--- src/sv/ptpms_pkg.sv ---
// Shared types and constants for the PTP port master selection block.
package ptpms_pkg;

    typedef enum logic [1:0] {
        OP_ANNOUNCE  = 2'd0,
        OP_OFFSET    = 2'd1,
        OP_SYNC_LOST = 2'd2,
        OP_INIT      = 2'd3
    } op_t;

    typedef enum logic [3:0] {
        PS_INIT         = 4'd0,
        PS_FAULTY       = 4'd1,
        PS_DISABLED     = 4'd2,
        PS_LISTENING    = 4'd3,
        PS_PREMASTER    = 4'd4,
        PS_MASTER       = 4'd5,
        PS_PASSIVE      = 4'd6,
        PS_UNCALIBRATED = 4'd7,
        PS_SLAVE        = 4'd8
    } port_role_t;

    typedef enum logic [2:0] {
        REG_GM_MODE        = 3'd0,
        REG_LOCAL_PRIO1    = 3'd1,
        REG_LOCAL_PRIO2    = 3'd2,
        REG_LOCAL_CLASS    = 3'd3,
        REG_LOCAL_ACCURACY = 3'd4,
        REG_SYNC_PRECISION = 3'd5,
        REG_LOSS_THRESHOLD = 3'd6
    } reg_idx_t;

    localparam int unsigned PADDR_WIDTH = 5;
    localparam int unsigned PDATA_WIDTH = 32;

    localparam logic [7:0]  RST_PRIORITY   = 8'd128;
    localparam logic [7:0]  RST_CLASS      = 8'd6;
    localparam logic [7:0]  RST_ACCURACY   = 8'h21;
    localparam logic [15:0] RST_PRECISION  = 16'd1000;
    localparam logic [7:0]  RST_THRESHOLD  = 8'd3;
    localparam logic [7:0]  LOST_COUNT_MAX = 8'hFF;

    // Announced or stored clock attributes, compare order first.
    typedef struct packed {
        logic [7:0]  priority1;
        logic [7:0]  clk_class;
        logic [7:0]  clk_accuracy;
        logic [15:0] log_variance;
        logic [7:0]  priority2;
        logic [63:0] identity;
        logic [7:0]  hop_count;
    } clock_attr_t;

    typedef struct packed {
        logic        grandmaster_mode;
        logic [7:0]  local_priority1;
        logic [7:0]  local_priority2;
        logic [7:0]  local_clk_class;
        logic [7:0]  local_clk_accuracy;
        logic [15:0] sync_precision_ns;
        logic [7:0]  loss_threshold;
    } cfg_t;

endpackage

--- src/sv/ptpms_in_if.sv ---
// Event request channel.
interface ptpms_in_if #(
    parameter int unsigned OFFSET_WIDTH = 40
);
    logic                           valid;
    logic                           ready;
    logic [1:0]                     operation;
    logic [7:0]                     priority1;
    logic [7:0]                     clk_class;
    logic [7:0]                     clk_accuracy;
    logic [15:0]                    log_variance;
    logic [7:0]                     priority2;
    logic [63:0]                    clk_identity;
    logic [7:0]                     hop_count;
    logic signed [OFFSET_WIDTH-1:0] measured_offset;

    modport source (
        output valid, operation, priority1, clk_class, clk_accuracy, log_variance,
               priority2, clk_identity, hop_count, measured_offset,
        input  ready
    );
    modport sink (
        input  valid, operation, priority1, clk_class, clk_accuracy, log_variance,
               priority2, clk_identity, hop_count, measured_offset,
        output ready
    );
endinterface

--- src/sv/ptpms_out_if.sv ---
// Port status result channel.
interface ptpms_out_if #(
    parameter int unsigned OFFSET_WIDTH = 40
);
    logic                           valid;
    logic                           ready;
    logic                           switched;
    logic [3:0]                     port_role;
    logic [7:0]                     gm_priority1;
    logic [7:0]                     gm_clk_class;
    logic [7:0]                     gm_clk_accuracy;
    logic [15:0]                    gm_log_variance;
    logic [7:0]                     gm_priority2;
    logic [63:0]                    gm_identity;
    logic [7:0]                     gm_hop_count;
    logic signed [OFFSET_WIDTH-1:0] current_offset;
    logic [OFFSET_WIDTH-1:0]        peak_offset;
    logic                           synced;

    modport source (
        output valid, switched, port_role, gm_priority1, gm_clk_class, gm_clk_accuracy,
               gm_log_variance, gm_priority2, gm_identity, gm_hop_count,
               current_offset, peak_offset, synced,
        input  ready
    );
    modport sink (
        input  valid, switched, port_role, gm_priority1, gm_clk_class, gm_clk_accuracy,
               gm_log_variance, gm_priority2, gm_identity, gm_hop_count,
               current_offset, peak_offset, synced,
        output ready
    );
endinterface

--- src/sv/ptp_port_master_selection.sv ---
// Top level of the PTP port master selection block.
// Each accepted event request (announce, offset measured, sync lost, initialize)
// yields exactly one status result. A request is captured in an input register
// and processed into an output register; one request is taken every cycle while
// the result side takes results, and req.ready drops only while both the input
// and output registers hold work that the result side has not taken. Each result
// reflects the port state after that request. The announce comparison ranks
// priority1, clock class, accuracy, log variance, priority2 and identity,
// smallest winning; hop count is carried but never ranked. Configuration must be
// written through the APB port only while idle; the block does not enforce this.
module ptp_port_master_selection #(
    parameter int unsigned OFFSET_WIDTH = 40
) (
    input  logic                              clk,
    input  logic                              rst_n,
    input  logic                              psel,
    input  logic                              penable,
    input  logic                              pwrite,
    input  logic [ptpms_pkg::PADDR_WIDTH-1:0] paddr,
    input  logic [ptpms_pkg::PDATA_WIDTH-1:0] pwdata,
    output logic [ptpms_pkg::PDATA_WIDTH-1:0] prdata,
    output logic                              pready,
    ptpms_in_if.sink                          req,
    ptpms_out_if.source                       rsp
);
    import ptpms_pkg::*;

    cfg_t                           cfg;
    logic                           advance;
    logic                           stage_valid;
    op_t                            stage_op;
    clock_attr_t                    stage_attr;
    logic signed [OFFSET_WIDTH-1:0] stage_offset;

    ptpms_cfg u_cfg (
        .clk     (clk),
        .rst_n   (rst_n),
        .psel    (psel),
        .penable (penable),
        .pwrite  (pwrite),
        .paddr   (paddr),
        .pwdata  (pwdata),
        .prdata  (prdata),
        .pready  (pready),
        .cfg     (cfg)
    );

    ptpms_in_stage #(
        .OFFSET_WIDTH (OFFSET_WIDTH)
    ) u_in_stage (
        .clk     (clk),
        .rst_n   (rst_n),
        .req     (req),
        .advance (advance),
        .valid   (stage_valid),
        .op      (stage_op),
        .attr    (stage_attr),
        .offset  (stage_offset)
    );

    ptpms_core #(
        .OFFSET_WIDTH (OFFSET_WIDTH)
    ) u_core (
        .clk     (clk),
        .rst_n   (rst_n),
        .cfg     (cfg),
        .valid   (stage_valid),
        .op      (stage_op),
        .attr    (stage_attr),
        .offset  (stage_offset),
        .advance (advance),
        .rsp     (rsp)
    );

endmodule

--- src/sv/ptpms_cfg.sv ---
// APB configuration registers.
module ptpms_cfg (
    input  logic                                 clk,
    input  logic                                 rst_n,
    input  logic                                 psel,
    input  logic                                 penable,
    input  logic                                 pwrite,
    input  logic [ptpms_pkg::PADDR_WIDTH-1:0]    paddr,
    input  logic [ptpms_pkg::PDATA_WIDTH-1:0]    pwdata,
    output logic [ptpms_pkg::PDATA_WIDTH-1:0]    prdata,
    output logic                                 pready,
    output ptpms_pkg::cfg_t                      cfg
);
    import ptpms_pkg::*;

    cfg_t     cfg_reg;
    cfg_t     cfg_next;
    reg_idx_t idx;
    logic     wr_en;

    assign pready = 1'b1;
    assign idx    = reg_idx_t'(paddr[PADDR_WIDTH-1:2]);
    assign wr_en  = psel && penable && pwrite && pready;
    assign cfg    = cfg_reg;

    always_comb
    begin
        cfg_next = cfg_reg;
        if (wr_en)
        begin
            case (idx)
                REG_GM_MODE:        cfg_next.grandmaster_mode   = pwdata[0];
                REG_LOCAL_PRIO1:    cfg_next.local_priority1    = pwdata[7:0];
                REG_LOCAL_PRIO2:    cfg_next.local_priority2    = pwdata[7:0];
                REG_LOCAL_CLASS:    cfg_next.local_clk_class    = pwdata[7:0];
                REG_LOCAL_ACCURACY: cfg_next.local_clk_accuracy = pwdata[7:0];
                REG_SYNC_PRECISION: cfg_next.sync_precision_ns  = pwdata[15:0];
                REG_LOSS_THRESHOLD: cfg_next.loss_threshold     = pwdata[7:0];
                default:            cfg_next = cfg_reg;
            endcase
        end
    end

    always_comb
    begin
        case (idx)
            REG_GM_MODE:        prdata = {31'd0, cfg_reg.grandmaster_mode};
            REG_LOCAL_PRIO1:    prdata = {24'd0, cfg_reg.local_priority1};
            REG_LOCAL_PRIO2:    prdata = {24'd0, cfg_reg.local_priority2};
            REG_LOCAL_CLASS:    prdata = {24'd0, cfg_reg.local_clk_class};
            REG_LOCAL_ACCURACY: prdata = {24'd0, cfg_reg.local_clk_accuracy};
            REG_SYNC_PRECISION: prdata = {16'd0, cfg_reg.sync_precision_ns};
            REG_LOSS_THRESHOLD: prdata = {24'd0, cfg_reg.loss_threshold};
            default:            prdata = '0;
        endcase
    end

    always_ff @(posedge clk or negedge rst_n)
    begin
        if (!rst_n)
        begin
            cfg_reg.grandmaster_mode   <= 1'b0;
            cfg_reg.local_priority1    <= RST_PRIORITY;
            cfg_reg.local_priority2    <= RST_PRIORITY;
            cfg_reg.local_clk_class    <= RST_CLASS;
            cfg_reg.local_clk_accuracy <= RST_ACCURACY;
            cfg_reg.sync_precision_ns  <= RST_PRECISION;
            cfg_reg.loss_threshold     <= RST_THRESHOLD;
        end
        else
        begin
            cfg_reg <= cfg_next;
        end
    end

endmodule

--- src/sv/ptpms_in_stage.sv ---
// Input register for event requests.
module ptpms_in_stage #(
    parameter int unsigned OFFSET_WIDTH = 40
) (
    input  logic                           clk,
    input  logic                           rst_n,
    ptpms_in_if.sink                       req,
    input  logic                           advance,
    output logic                           valid,
    output ptpms_pkg::op_t                 op,
    output ptpms_pkg::clock_attr_t         attr,
    output logic signed [OFFSET_WIDTH-1:0] offset
);
    import ptpms_pkg::*;

    logic                           valid_reg;
    logic                           valid_next;
    op_t                            op_reg;
    clock_attr_t                    attr_reg;
    logic signed [OFFSET_WIDTH-1:0] offset_reg;
    logic                           take;

    assign req.ready = !valid_reg || advance;
    assign take      = req.valid && req.ready;
    assign valid     = valid_reg;
    assign op        = op_reg;
    assign attr      = attr_reg;
    assign offset    = offset_reg;

    always_comb
    begin
        if (take)
            valid_next = 1'b1;
        else if (advance)
            valid_next = 1'b0;
        else
            valid_next = valid_reg;
    end

    always_ff @(posedge clk or negedge rst_n)
    begin
        if (!rst_n)
            valid_reg <= 1'b0;
        else
            valid_reg <= valid_next;
    end

    always_ff @(posedge clk)
    begin
        if (take)
        begin
            op_reg                <= op_t'(req.operation);
            attr_reg.priority1    <= req.priority1;
            attr_reg.clk_class    <= req.clk_class;
            attr_reg.clk_accuracy <= req.clk_accuracy;
            attr_reg.log_variance <= req.log_variance;
            attr_reg.priority2    <= req.priority2;
            attr_reg.identity     <= req.clk_identity;
            attr_reg.hop_count    <= req.hop_count;
            offset_reg            <= req.measured_offset;
        end
    end

endmodule

--- src/sv/ptpms_core.sv ---
// Port state, best clock selection, offset tracking and result register.
module ptpms_core #(
    parameter int unsigned OFFSET_WIDTH = 40
) (
    input  logic                           clk,
    input  logic                           rst_n,
    input  ptpms_pkg::cfg_t                cfg,
    input  logic                           valid,
    input  ptpms_pkg::op_t                 op,
    input  ptpms_pkg::clock_attr_t         attr,
    input  logic signed [OFFSET_WIDTH-1:0] offset,
    output logic                           advance,
    ptpms_out_if.source                    rsp
);
    import ptpms_pkg::*;

    clock_attr_t             best_reg, best_next;
    port_role_t              port_reg, port_next;
    logic [OFFSET_WIDTH-1:0] last_reg, last_next;
    logic [OFFSET_WIDTH-1:0] max_reg, max_next;
    logic [7:0]              lost_reg, lost_next;
    logic [7:0]              lost_inc;
    logic                    switched_c;
    logic                    fire;
    logic                    foreign_wins;
    logic [OFFSET_WIDTH-1:0] mag_in;
    logic [OFFSET_WIDTH-1:0] mag_last;
    logic                    synced_c;

    logic                    out_valid_reg, out_valid_next;

    assign advance = !out_valid_reg || rsp.ready;
    assign fire    = valid && advance;

    // hop count is not part of the ranking
    assign foreign_wins = {attr.priority1, attr.clk_class, attr.clk_accuracy,
                           attr.log_variance, attr.priority2, attr.identity}
                        < {best_reg.priority1, best_reg.clk_class, best_reg.clk_accuracy,
                           best_reg.log_variance, best_reg.priority2, best_reg.identity};

    // unsigned magnitude; the most negative value maps to 2^(W-1) exactly
    assign mag_in   = offset[OFFSET_WIDTH-1] ? (~offset + 1'b1) : offset;
    assign lost_inc = (lost_reg == LOST_COUNT_MAX) ? lost_reg : lost_reg + 8'd1;

    always_comb
    begin
        best_next  = best_reg;
        port_next  = port_reg;
        last_next  = last_reg;
        max_next   = max_reg;
        lost_next  = lost_reg;
        switched_c = 1'b0;
        if (fire)
        begin
            case (op)
                OP_ANNOUNCE:
                begin
                    if (foreign_wins)
                    begin
                        best_next  = attr;
                        port_next  = PS_SLAVE;
                        switched_c = 1'b1;
                    end
                end
                OP_OFFSET:
                begin
                    last_next = offset;
                    if (mag_in > max_reg)
                        max_next = mag_in;
                end
                OP_SYNC_LOST:
                begin
                    lost_next = lost_inc;
                    if (lost_inc >= cfg.loss_threshold)
                        port_next = PS_UNCALIBRATED;
                end
                OP_INIT:
                begin
                    best_next = '0;
                    last_next = '0;
                    max_next  = '0;
                    lost_next = '0;
                    port_next = PS_LISTENING;
                    if (cfg.grandmaster_mode)
                    begin
                        best_next.priority1    = cfg.local_priority1;
                        best_next.priority2    = cfg.local_priority2;
                        best_next.clk_class    = cfg.local_clk_class;
                        best_next.clk_accuracy = cfg.local_clk_accuracy;
                        port_next              = PS_MASTER;
                    end
                end
                default:
                begin
                    best_next = best_reg;
                end
            endcase
        end
    end

    assign mag_last = last_next[OFFSET_WIDTH-1] ? (~last_next + 1'b1) : last_next;
    assign synced_c = mag_last < {{(OFFSET_WIDTH-16){1'b0}}, cfg.sync_precision_ns};

    always_comb
    begin
        if (fire)
            out_valid_next = 1'b1;
        else if (rsp.ready)
            out_valid_next = 1'b0;
        else
            out_valid_next = out_valid_reg;
    end

    always_ff @(posedge clk or negedge rst_n)
    begin
        if (!rst_n)
        begin
            best_reg      <= '0;
            port_reg      <= PS_LISTENING;
            last_reg      <= '0;
            max_reg       <= '0;
            lost_reg      <= '0;
            out_valid_reg <= 1'b0;
        end
        else
        begin
            best_reg      <= best_next;
            port_reg      <= port_next;
            last_reg      <= last_next;
            max_reg       <= max_next;
            lost_reg      <= lost_next;
            out_valid_reg <= out_valid_next;
        end
    end

    always_ff @(posedge clk)
    begin
        if (fire)
        begin
            rsp.switched        <= switched_c;
            rsp.port_role       <= port_next;
            rsp.gm_priority1    <= best_next.priority1;
            rsp.gm_clk_class    <= best_next.clk_class;
            rsp.gm_clk_accuracy <= best_next.clk_accuracy;
            rsp.gm_log_variance <= best_next.log_variance;
            rsp.gm_priority2    <= best_next.priority2;
            rsp.gm_identity     <= best_next.identity;
            rsp.gm_hop_count    <= best_next.hop_count;
            rsp.current_offset  <= last_next;
            rsp.peak_offset     <= max_next;
            rsp.synced          <= synced_c;
        end
    end

    assign rsp.valid = out_valid_reg;

endmodule

--- src/flat_wrapper.sv ---
// flat-port wrapper written by rule: the top's interface ports become plain ports
module ptp_port_master_selection_flat import ptpms_pkg::*;
#(
    parameter int unsigned OFFSET_WIDTH = 40
)
  (clk, rst_n, psel, penable, pwrite, paddr, pwdata, prdata, pready, req_valid, req_operation, req_priority1, req_clk_class, req_clk_accuracy, req_log_variance, req_priority2, req_clk_identity, req_hop_count, req_measured_offset, req_ready, rsp_valid, rsp_switched, rsp_port_role, rsp_gm_priority1, rsp_gm_clk_class, rsp_gm_clk_accuracy, rsp_gm_log_variance, rsp_gm_priority2, rsp_gm_identity, rsp_gm_hop_count, rsp_current_offset, rsp_peak_offset, rsp_synced, rsp_ready);
  ptpms_in_if #(.OFFSET_WIDTH(OFFSET_WIDTH)) req_i ();
  ptpms_out_if #(.OFFSET_WIDTH(OFFSET_WIDTH)) rsp_i ();
  input  logic clk;
  input  logic rst_n;
  input  logic psel;
  input  logic penable;
  input  logic pwrite;
  input  logic [ptpms_pkg::PADDR_WIDTH-1:0] paddr;
  input  logic [ptpms_pkg::PDATA_WIDTH-1:0] pwdata;
  output logic [ptpms_pkg::PDATA_WIDTH-1:0] prdata;
  output logic pready;
  input wire logic [$bits(req_i.valid)-1:0] req_valid;
  input wire logic [$bits(req_i.operation)-1:0] req_operation;
  input wire logic [$bits(req_i.priority1)-1:0] req_priority1;
  input wire logic [$bits(req_i.clk_class)-1:0] req_clk_class;
  input wire logic [$bits(req_i.clk_accuracy)-1:0] req_clk_accuracy;
  input wire logic [$bits(req_i.log_variance)-1:0] req_log_variance;
  input wire logic [$bits(req_i.priority2)-1:0] req_priority2;
  input wire logic [$bits(req_i.clk_identity)-1:0] req_clk_identity;
  input wire logic [$bits(req_i.hop_count)-1:0] req_hop_count;
  input wire logic [$bits(req_i.measured_offset)-1:0] req_measured_offset;
  output wire logic [$bits(req_i.ready)-1:0] req_ready;
  output wire logic [$bits(rsp_i.valid)-1:0] rsp_valid;
  output wire logic [$bits(rsp_i.switched)-1:0] rsp_switched;
  output wire logic [$bits(rsp_i.port_role)-1:0] rsp_port_role;
  output wire logic [$bits(rsp_i.gm_priority1)-1:0] rsp_gm_priority1;
  output wire logic [$bits(rsp_i.gm_clk_class)-1:0] rsp_gm_clk_class;
  output wire logic [$bits(rsp_i.gm_clk_accuracy)-1:0] rsp_gm_clk_accuracy;
  output wire logic [$bits(rsp_i.gm_log_variance)-1:0] rsp_gm_log_variance;
  output wire logic [$bits(rsp_i.gm_priority2)-1:0] rsp_gm_priority2;
  output wire logic [$bits(rsp_i.gm_identity)-1:0] rsp_gm_identity;
  output wire logic [$bits(rsp_i.gm_hop_count)-1:0] rsp_gm_hop_count;
  output wire logic [$bits(rsp_i.current_offset)-1:0] rsp_current_offset;
  output wire logic [$bits(rsp_i.peak_offset)-1:0] rsp_peak_offset;
  output wire logic [$bits(rsp_i.synced)-1:0] rsp_synced;
  input wire logic [$bits(rsp_i.ready)-1:0] rsp_ready;
  assign req_i.valid = req_valid;
  assign req_i.operation = req_operation;
  assign req_i.priority1 = req_priority1;
  assign req_i.clk_class = req_clk_class;
  assign req_i.clk_accuracy = req_clk_accuracy;
  assign req_i.log_variance = req_log_variance;
  assign req_i.priority2 = req_priority2;
  assign req_i.clk_identity = req_clk_identity;
  assign req_i.hop_count = req_hop_count;
  assign req_i.measured_offset = req_measured_offset;
  assign req_ready = req_i.ready;
  assign rsp_valid = rsp_i.valid;
  assign rsp_switched = rsp_i.switched;
  assign rsp_port_role = rsp_i.port_role;
  assign rsp_gm_priority1 = rsp_i.gm_priority1;
  assign rsp_gm_clk_class = rsp_i.gm_clk_class;
  assign rsp_gm_clk_accuracy = rsp_i.gm_clk_accuracy;
  assign rsp_gm_log_variance = rsp_i.gm_log_variance;
  assign rsp_gm_priority2 = rsp_i.gm_priority2;
  assign rsp_gm_identity = rsp_i.gm_identity;
  assign rsp_gm_hop_count = rsp_i.gm_hop_count;
  assign rsp_current_offset = rsp_i.current_offset;
  assign rsp_peak_offset = rsp_i.peak_offset;
  assign rsp_synced = rsp_i.synced;
  assign rsp_i.ready = rsp_ready;
  ptp_port_master_selection #(.OFFSET_WIDTH(OFFSET_WIDTH)) u_core (.clk(clk), .rst_n(rst_n), .psel(psel), .penable(penable), .pwrite(pwrite), .paddr(paddr), .pwdata(pwdata), .prdata(prdata), .pready(pready), .req(req_i), .rsp(rsp_i));
endmodule
--- config.mk ---
export PLATFORM = sky130hd
export DESIGN_NAME = ptp_port_master_selection_flat
export DESIGN_NICKNAME = d
export VERILOG_FILES = /design/src/sv/ptpms_pkg.sv /design/src/sv/ptpms_in_if.sv /design/src/sv/ptpms_out_if.sv /design/src/sv/ptp_port_master_selection.sv /design/src/sv/ptpms_cfg.sv /design/src/sv/ptpms_in_stage.sv /design/src/sv/ptpms_core.sv /design/src/flat_wrapper.sv
export SDC_FILE = /design/constraint.sdc
export NUM_CORES = 1
export LEC_CHECK = 0
export ABC_AREA = 0
export BUFFER_PORTS_ARGS = -buffer_cell sky130_fd_sc_hd__buf_4
export CAP_MARGIN = 15
export CORE_MARGIN = 10
export CORE_UTILIZATION = 51
export CTS_BUF_LIST = sky130_fd_sc_hd__clkbuf_2 sky130_fd_sc_hd__clkbuf_4 sky130_fd_sc_hd__clkbuf_8
export DETAILED_ROUTE_END_ITERATION = 8
export PLACE_DENSITY = 0.73
export SYNTH_ARGS = -nofsm -noshare
export SYNTH_HDL_FRONTEND = slang
export SYNTH_SLANG_ARGS = --single-unit
--- constraint.sdc ---
create_clock -name clk -period 15.6 [get_ports clk]
set_input_delay 0.78 -clock clk [delete_from_list [all_inputs] [get_ports clk]]
set_output_delay 0.78 -clock clk [all_outputs]
set_load 0.01 [all_outputs]
==> results of run 1 <==
## synthesized netlist by cell type, types with 7 or more instances
cell type,n
and2_1,15
a32o_1,39
o31a_1,7
nor4_1,15
o21ai_0,70
nor2_1,158
o22ai_1,11
a211oi_1,7
a221o_1,18
buf_4,17
a221oi_1,9
nand2_1,89
dfstp_2,16
buf_1,8
a21oi_1,94
o41ai_1,7
o211ai_1,18
a22oi_1,10
a311o_1,76
or3_1,14
mux2_2,43
nand3_1,43
a21o_1,47
inv_1,193
nor3_1,107
nor2b_1,13
clkbuf_1,90
nand4_1,37
edfxtp_1,368
mux2i_1,9
or2_2,7
xor2_1,11
o31ai_1,15
ha_1,182
dfrtp_1,255
a31oi_1,12
a22o_1,52
nand2b_1,10
and3_1,44
xnor2_1,47
buf_2,20
## cells in the final DEF, fill, tap and decap left out, types with 13 or more instances in the layout
cell        n
buf_4     436
edfxtp_1  368
dfrtp_1   255
inv_1     192
ha_1      181
nor2_1    155
clkbuf_8  128
nor3_1    106
a21oi_1    94
nand2_1    89
a311o_1    76
o21ai_0    70
a22o_1     52
xnor2_1    47
a21o_1     47
and3_1     44
nand3_1    43
mux2_2     43
a32o_1     39
nand4_1    37
clkbuf_4   36
o211ai_1   18
a221o_1    18
clkinv_2   18
conb_1     17
dfstp_2    16
nor4_1     15
o31ai_1    15
or3_1      14
and2_1     14
nor2b_1    13
## layer usage
layer / global-route usage (%) / up-vias / wire, um
met1: 34.77 / 10900 / 37280
met4: 11.59 / 2 / 3485
met3: 5.257 / 167 / 7727
met2: 37.99 / 980 / 40320
met5: 0 / - / 9
li1: - / 9890 / -
## layout make-up
type                    instances  area (um^2)
fillers                      4555        21900
flip-flops and latches        639        17850
multi-input cells            1446        10730
repair buffers                440         3331
clock buffers                 164         2032
well taps                     765        957.2
inverters                     195        739.5
clock inverters                35        229.0
diodes                         12        30.03
## power breakdown
group | switching [mW] | internal, mW | total, mW
clock network | 0.684 | 0.863 | 1.55
logic | 0.777 | 0.562 | 1.34
registers | 0.160 | 2.15 | 2.31
total | 1.62 | 3.58 | 5.20
## final timing paths
check / startpoint / endpoint / slack, ns / depth (start not counted)
min in group asynchronous: rst_n / u_core.u_core.best_reg[35] / 0.60 / 2
hold reg to reg: u_core.u_core.port_reg[3] / u_core.u_core.port_reg[3] / 0.51 / 1
setup / recovery: u_core.u_in_stage.offset[4] / u_core.u_core.rsp.peak_offset[33] / 9.42 / 18
max in group asynchronous: rst_n / u_core.u_cfg.cfg[47] / 12.85 / 5
setup reg to reg: u_core.u_in_stage.offset[4] / u_core.u_core.rsp.peak_offset[33] / 9.42 / 18
hold / removal: req_clk_identity[15] / u_core.u_in_stage.attr[23] / 0.25 / 1
## kinds of logic after synthesis
group	Yosys count	share of synthesized area, %
flip-flops	639	59.92
AND/OR/NAND/NOR	593	10.26
AO/OA/AOI/OAI	543	13.98
buffers and inverters	330	4.456
adder cells (fa/ha/maj)	182	7.644
XOR/XNOR	58	1.705
multiplexers	53	2.003
other	2	0.02521
## per-stage QoR
step / instance area (um^2) / setup slack, ns
CTS: 35840 / 9.480
finish: 35900 / 9.421
floorplan: 29850 / 9.511
detailed placement: 33570 / 9.472
global placement: 33570 / 9.561
global route: 35900 / 9.123
==> flow_metrics.tcl, run 1 <==
set metrics [dict create \
    status "finished, final reports clean" \
    finalCriticalPeriod_ns 6.179 \
    leakagePower_nw 15.27 \
    cts_root_buffer "clkbuf_8" \
    drt_pre_antenna_iters 5 \
    skew_ns 0.03958 \
    synth_cell_types 91 \
    min_period_over_period_pct 39.61 \
    worst_hold_slack_ns 0.2474 \
    die_h_um 261.7 \
    core_um2 57810 \
    antenna_found_initial 12 \
    gp_routability_congestion 0.9013 \
    finalSetupTns_ns 0 \
    syn_to_final_growth_pct 20.51 \
    netlist_instances 2400 \
    critPathBufInv 1 \
    cts.repair.resized 0 \
    cts_tree "done" \
    wl_per_cell_um 24.03 \
    drive_gt1_share_pct 24.97 \
    drt.antenna.violating_nets 0 \
    grt_pass1_vias 22030 \
    synth_area_um2 29790 \
    fmax_mhz 161.8 \
    final_max_slew_viol_count 0 \
    netlist.area_leader.share_pct 37.09 \
    vias 21940 \
    h-tree-depth 3 \
    finalSetupViolations 0 \
    start_util_pct 51.54 \
    synth_seq_cells 639 \
    cts_buffers 106 \
    die_w_um 261.7 \
    path_cells "nor4_4 > nor4b_4 > nand4_4 > or3_4 > or3_4 > o31ai_1 > xnor2_1 > ha_1 > a21o_1 > a21o_1 > a21oi_1 > nor2_1 > a2111oi_0 > nor2_1 > o31a_2 > o21ai_2 > buf_4 > a32o_1" \
    port_buffers 411 \
    final_nets 3216 \
    finalNonFillerCells 3696 \
    finalHoldViolCount 0 \
    tightest_slew_ns 1.136 \
    hpwlAfterDp_um 62480 \
    crit_family "compound AO/OA/AOI/OAI gates" \
    cts.sinks 639 \
    max_slew_margin_pct 24.11 \
    grt_remaining_overflow 0 \
    avgSynthCellArea_um2 12.41 \
    synth_ff_type "edfxtp_1" \
    p_total_mw 5.201 \
    crit_path_end_kind "register" \
    cts.path.max_buffers 3 \
    crit_fanout 41 \
    hold_path_class "input port to register" \
    crit_path_start_kind "register" \
    clk_latency_ns 0.71 \
    synth_warnings 0 \
    grt_max_degree 108 \
    path_clk_slew_ns 0.06 \
    post-cts-setup-buffers 0 \
    synth.area.top_cells "edfxtp_1 (37%), dfrtp_1 (21%), ha_1 (7.6%), a311o_1 (2.6%), inv_1 (2.4%)" \
    drt_iter0_markers 1996 \
    rsz0062_at_grt "no" \
    grt_pass1_wl_um 132800 \
    cp.arrival_ns 6.70 \
    die-area_um2 68480 \
    place_inst 3482 \
    worst_path_max_delay_cell "o31a_2" \
    crit_type "register to register" \
    vias_per_cell 5.936 \
    maxCapViolCount 0 \
    synth_edf_count 368 \
    pin_count 447 \
    ys_seq_area_share_pct 59.92 \
    drc_errors 0 \
    rows 88 \
    grt_use_total_pct 25.23 \
    peakVddDrop_v 0.00007666 \
    max_stage_delay_ns 0.66 \
    postCtsHoldBufs 1 \
    cp.required_ns 16.12 \
    synthArstFlopShare_pct 42.41 \
    yosysTopAreaCell "edfxtp_1" \
    power_density_nw_per_um2 144.9 \
    fin_util_pct 62.11 \
    wirelength_um 88820 \
]
No activity file was read; power rests on OpenSTA's default activity.
==> inputs of run 2 (changes only) <==
Settings changed: PLACE_DENSITY 0.73 to 0.75.
Clock period 15.6 ns to 5.2 ns, I/O delays scaled along.
==> flow_metrics.tcl, run 2 (synthesis gave the netlist of run 1 again) <==
set metrics [dict create \
    grt_remaining_overflow 0 \
    power_density_nw_per_um2 423.5 \
    holdPathStages 3 \
    clk_latency_ns 0.75 \
    drt_iter0_markers 2206 \
    crit_path_end_kind "register" \
    hpwlAfterDp_um 64640 \
    wl_met2_um 43750 \
    critPathLaunch "u_core.u_in_stage.offset[12]" \
    most-common-layout-cells "buf_4 (464), edfxtp_1 (368), dfrtp_1 (255)" \
    drt.antenna.violating_nets 0 \
    grt_pass1_vias 23910 \
    wl_per_cell_um 24.23 \
    fmax_mhz 200.4 \
    vias_per_cell 5.970 \
    r2r_slack_ns 0.21 \
    h-tree-depth 3 \
    pin_count 447 \
    top_layer "met4" \
    mostFrequentLayoutCell "buf_4" \
    multi_input_area_um2 10760 \
    stdcell_area_um2 38080 \
    finalSetupViolations 0 \
    hold_path_class "input port to register" \
    path_depth 17 \
    cts.path.max_buffers 3 \
    crit_family "simple AND/OR/NAND/NOR gates" \
    max_stage_delay_ns 0.59 \
    path_clk_slew_ns 0.06 \
    crit_type "register to register" \
    finalHoldViolCount 0 \
    grt_pass1_wl_um 142200 \
    gp_routability_congestion 0.9262 \
    path_cells "or4_4 > nor2_4 > nand4_4 > or3_4 > or3_4 > o31ai_2 > xnor2_1 > ha_1 > a21o_1 > a21o_1 > a21oi_1 > nor2_1 > a2111oi_2 > nor2_1 > o31a_1 > buf_6 > a32o_1" \
    rows 88 \
    vias 23330 \
    syn_to_final_growth_pct 27.83 \
    holdPathEnd "u_core.u_core.rsp.valid" \
    skew_ns 0.04965 \
    status "finished, final reports clean" \
    wl_met3_um 9449 \
    final_max_slew_viol_count 0 \
    rr_worst_depth 17 \
    max_slew_margin_pct 27.97 \
    drive_gt1_share_pct 24.40 \
    leakagePower_nw 16.23 \
    grt_max_degree 150 \
    finalCriticalPeriod_ns 4.990 \
    post_dp_cell_area_um2 33850 \
    fillers 4172 \
    start_util_pct 51.54 \
    r2r-start "u_core.u_in_stage.offset[12]" \
    cp.arrival_ns 5.43 \
    die_w_um 261.7 \
    cp.required_ns 5.64 \
    worst_hold_slack_ns 0.06713 \
    r2r-end "u_core.u_core.rsp.peak_offset[17]" \
    crit_fanout 26 \
    tightest_slew_ns 1.080 \
    cts_tree "done" \
    drt_pre_antenna_iters 8 \
    port_buffers 411 \
    cts_root_buffer "clkbuf_8" \
    die-area_um2 68480 \
    critPathBufInv 1 \
    seq_area_um2 17850 \
    worst_path_max_delay_cell "or4_4" \
    drt-met1-wl_um 37670 \
    min_period_over_period_pct 95.96 \
    cts_buffers 106 \
    peakVddDrop_v 0.0002447 \
    crit_path_start_kind "register" \
    hold_start "rsp_ready" \
    die_h_um 261.7 \
    grt_use_total_pct 26.95 \
    antenna_found_initial 8 \
    maxCapViolCount 0 \
    drc_errors 0 \
    cts.sinks 639 \
    wirelength_um 94710 \
    final_nets 3429 \
    core_um2 57810 \
]
-- run 2: changes by cell type in the layout (fill, tap and decap cells not counted), sizes merged --
cell         before  now
bufinv            2    6
inv             197  198
dlygate4sd3       1  180
buf             439  473
diode            12    8
clkbuf          164  155
clkinv           29   36
-- run 2: final cells by class --
| class | count | share of cell area [%] |
|---|---|---|
| flip-flops and latches | 639 | 46.88 |
| inverters | 195 | 1.932 |
| well taps | 765 | 2.513 |
| multi-input cells | 1446 | 28.26 |
| clock buffers | 155 | 5.043 |
| repair buffers | 653 | 14.21 |
| clock inverters | 47 | 1.107 |
| diodes | 8 | 0.05257 |
-- run 2: tightest hold or removal path, delay by kind of cell --
| kind | cells | cell delay [ns] |
|---|---|---|
| buffers and inverters | 1 | 0.10 |
| and+or+nand+nor | 2 | 0.40 |
-- run 2: worst max path at each step --
stage,end,slack [ns]
after CTS,u_core.u_core.rsp.peak_offset[35],0.06
after detailed placement,u_core.u_core.rsp.peak_offset[31],0.11
after global placement,u_core.u_core.rsp.peak_offset[34],0.17
after global routing,u_core.u_core.rsp.peak_offset[14],-0.003
after floorplan,u_core.u_in_stage.attr[0],0.07
final,u_core.u_core.rsp.peak_offset[17],0.21
-- run 2: timing repair --
| action | in CTS | in global routing |
|---|---|---|
| hold endpoints to repair | 297 | 0 |
| resized for setup | 0 | 8 |
| endpoints found under the setup margin | 0 | 78 |
| setup buffers | 0 | 2 |
| hold buffers | 180 | 0 |
-- run 2: layer usage --
layer	track usage, %	vias to the layer above
met5	0	-
met3	6.321	224
met4	12.18	0
met2	41.88	1299
met1	35.64	11480
li1	-	10330
-- run 2: per-stage QoR --
stage               power [mW]  std cells   TNS [ns]  utilization, %  worst slack, ns
floorplan                9.446       2415          0               -          0.06900
global placement         10.89       3514          0           58.56           0.1700
detailed placement       11.08       3514          0           58.56           0.1096
CTS                      16.07       3896          0           65.73          0.05904
global route             16.93       3907  -0.003462           65.87        -0.003462
finish                   16.13       3908          0           65.88           0.2102
-- run 2: power by group --
part	switching, mW	internal (mW)	leakage, nW	total, mW
combinational	2.44	1.83	7.89	4.27
clock	2.17	2.70	1.25	4.87
sequential	0.522	6.47	7.09	6.99
total	5.14	11.0	16.2	16.1
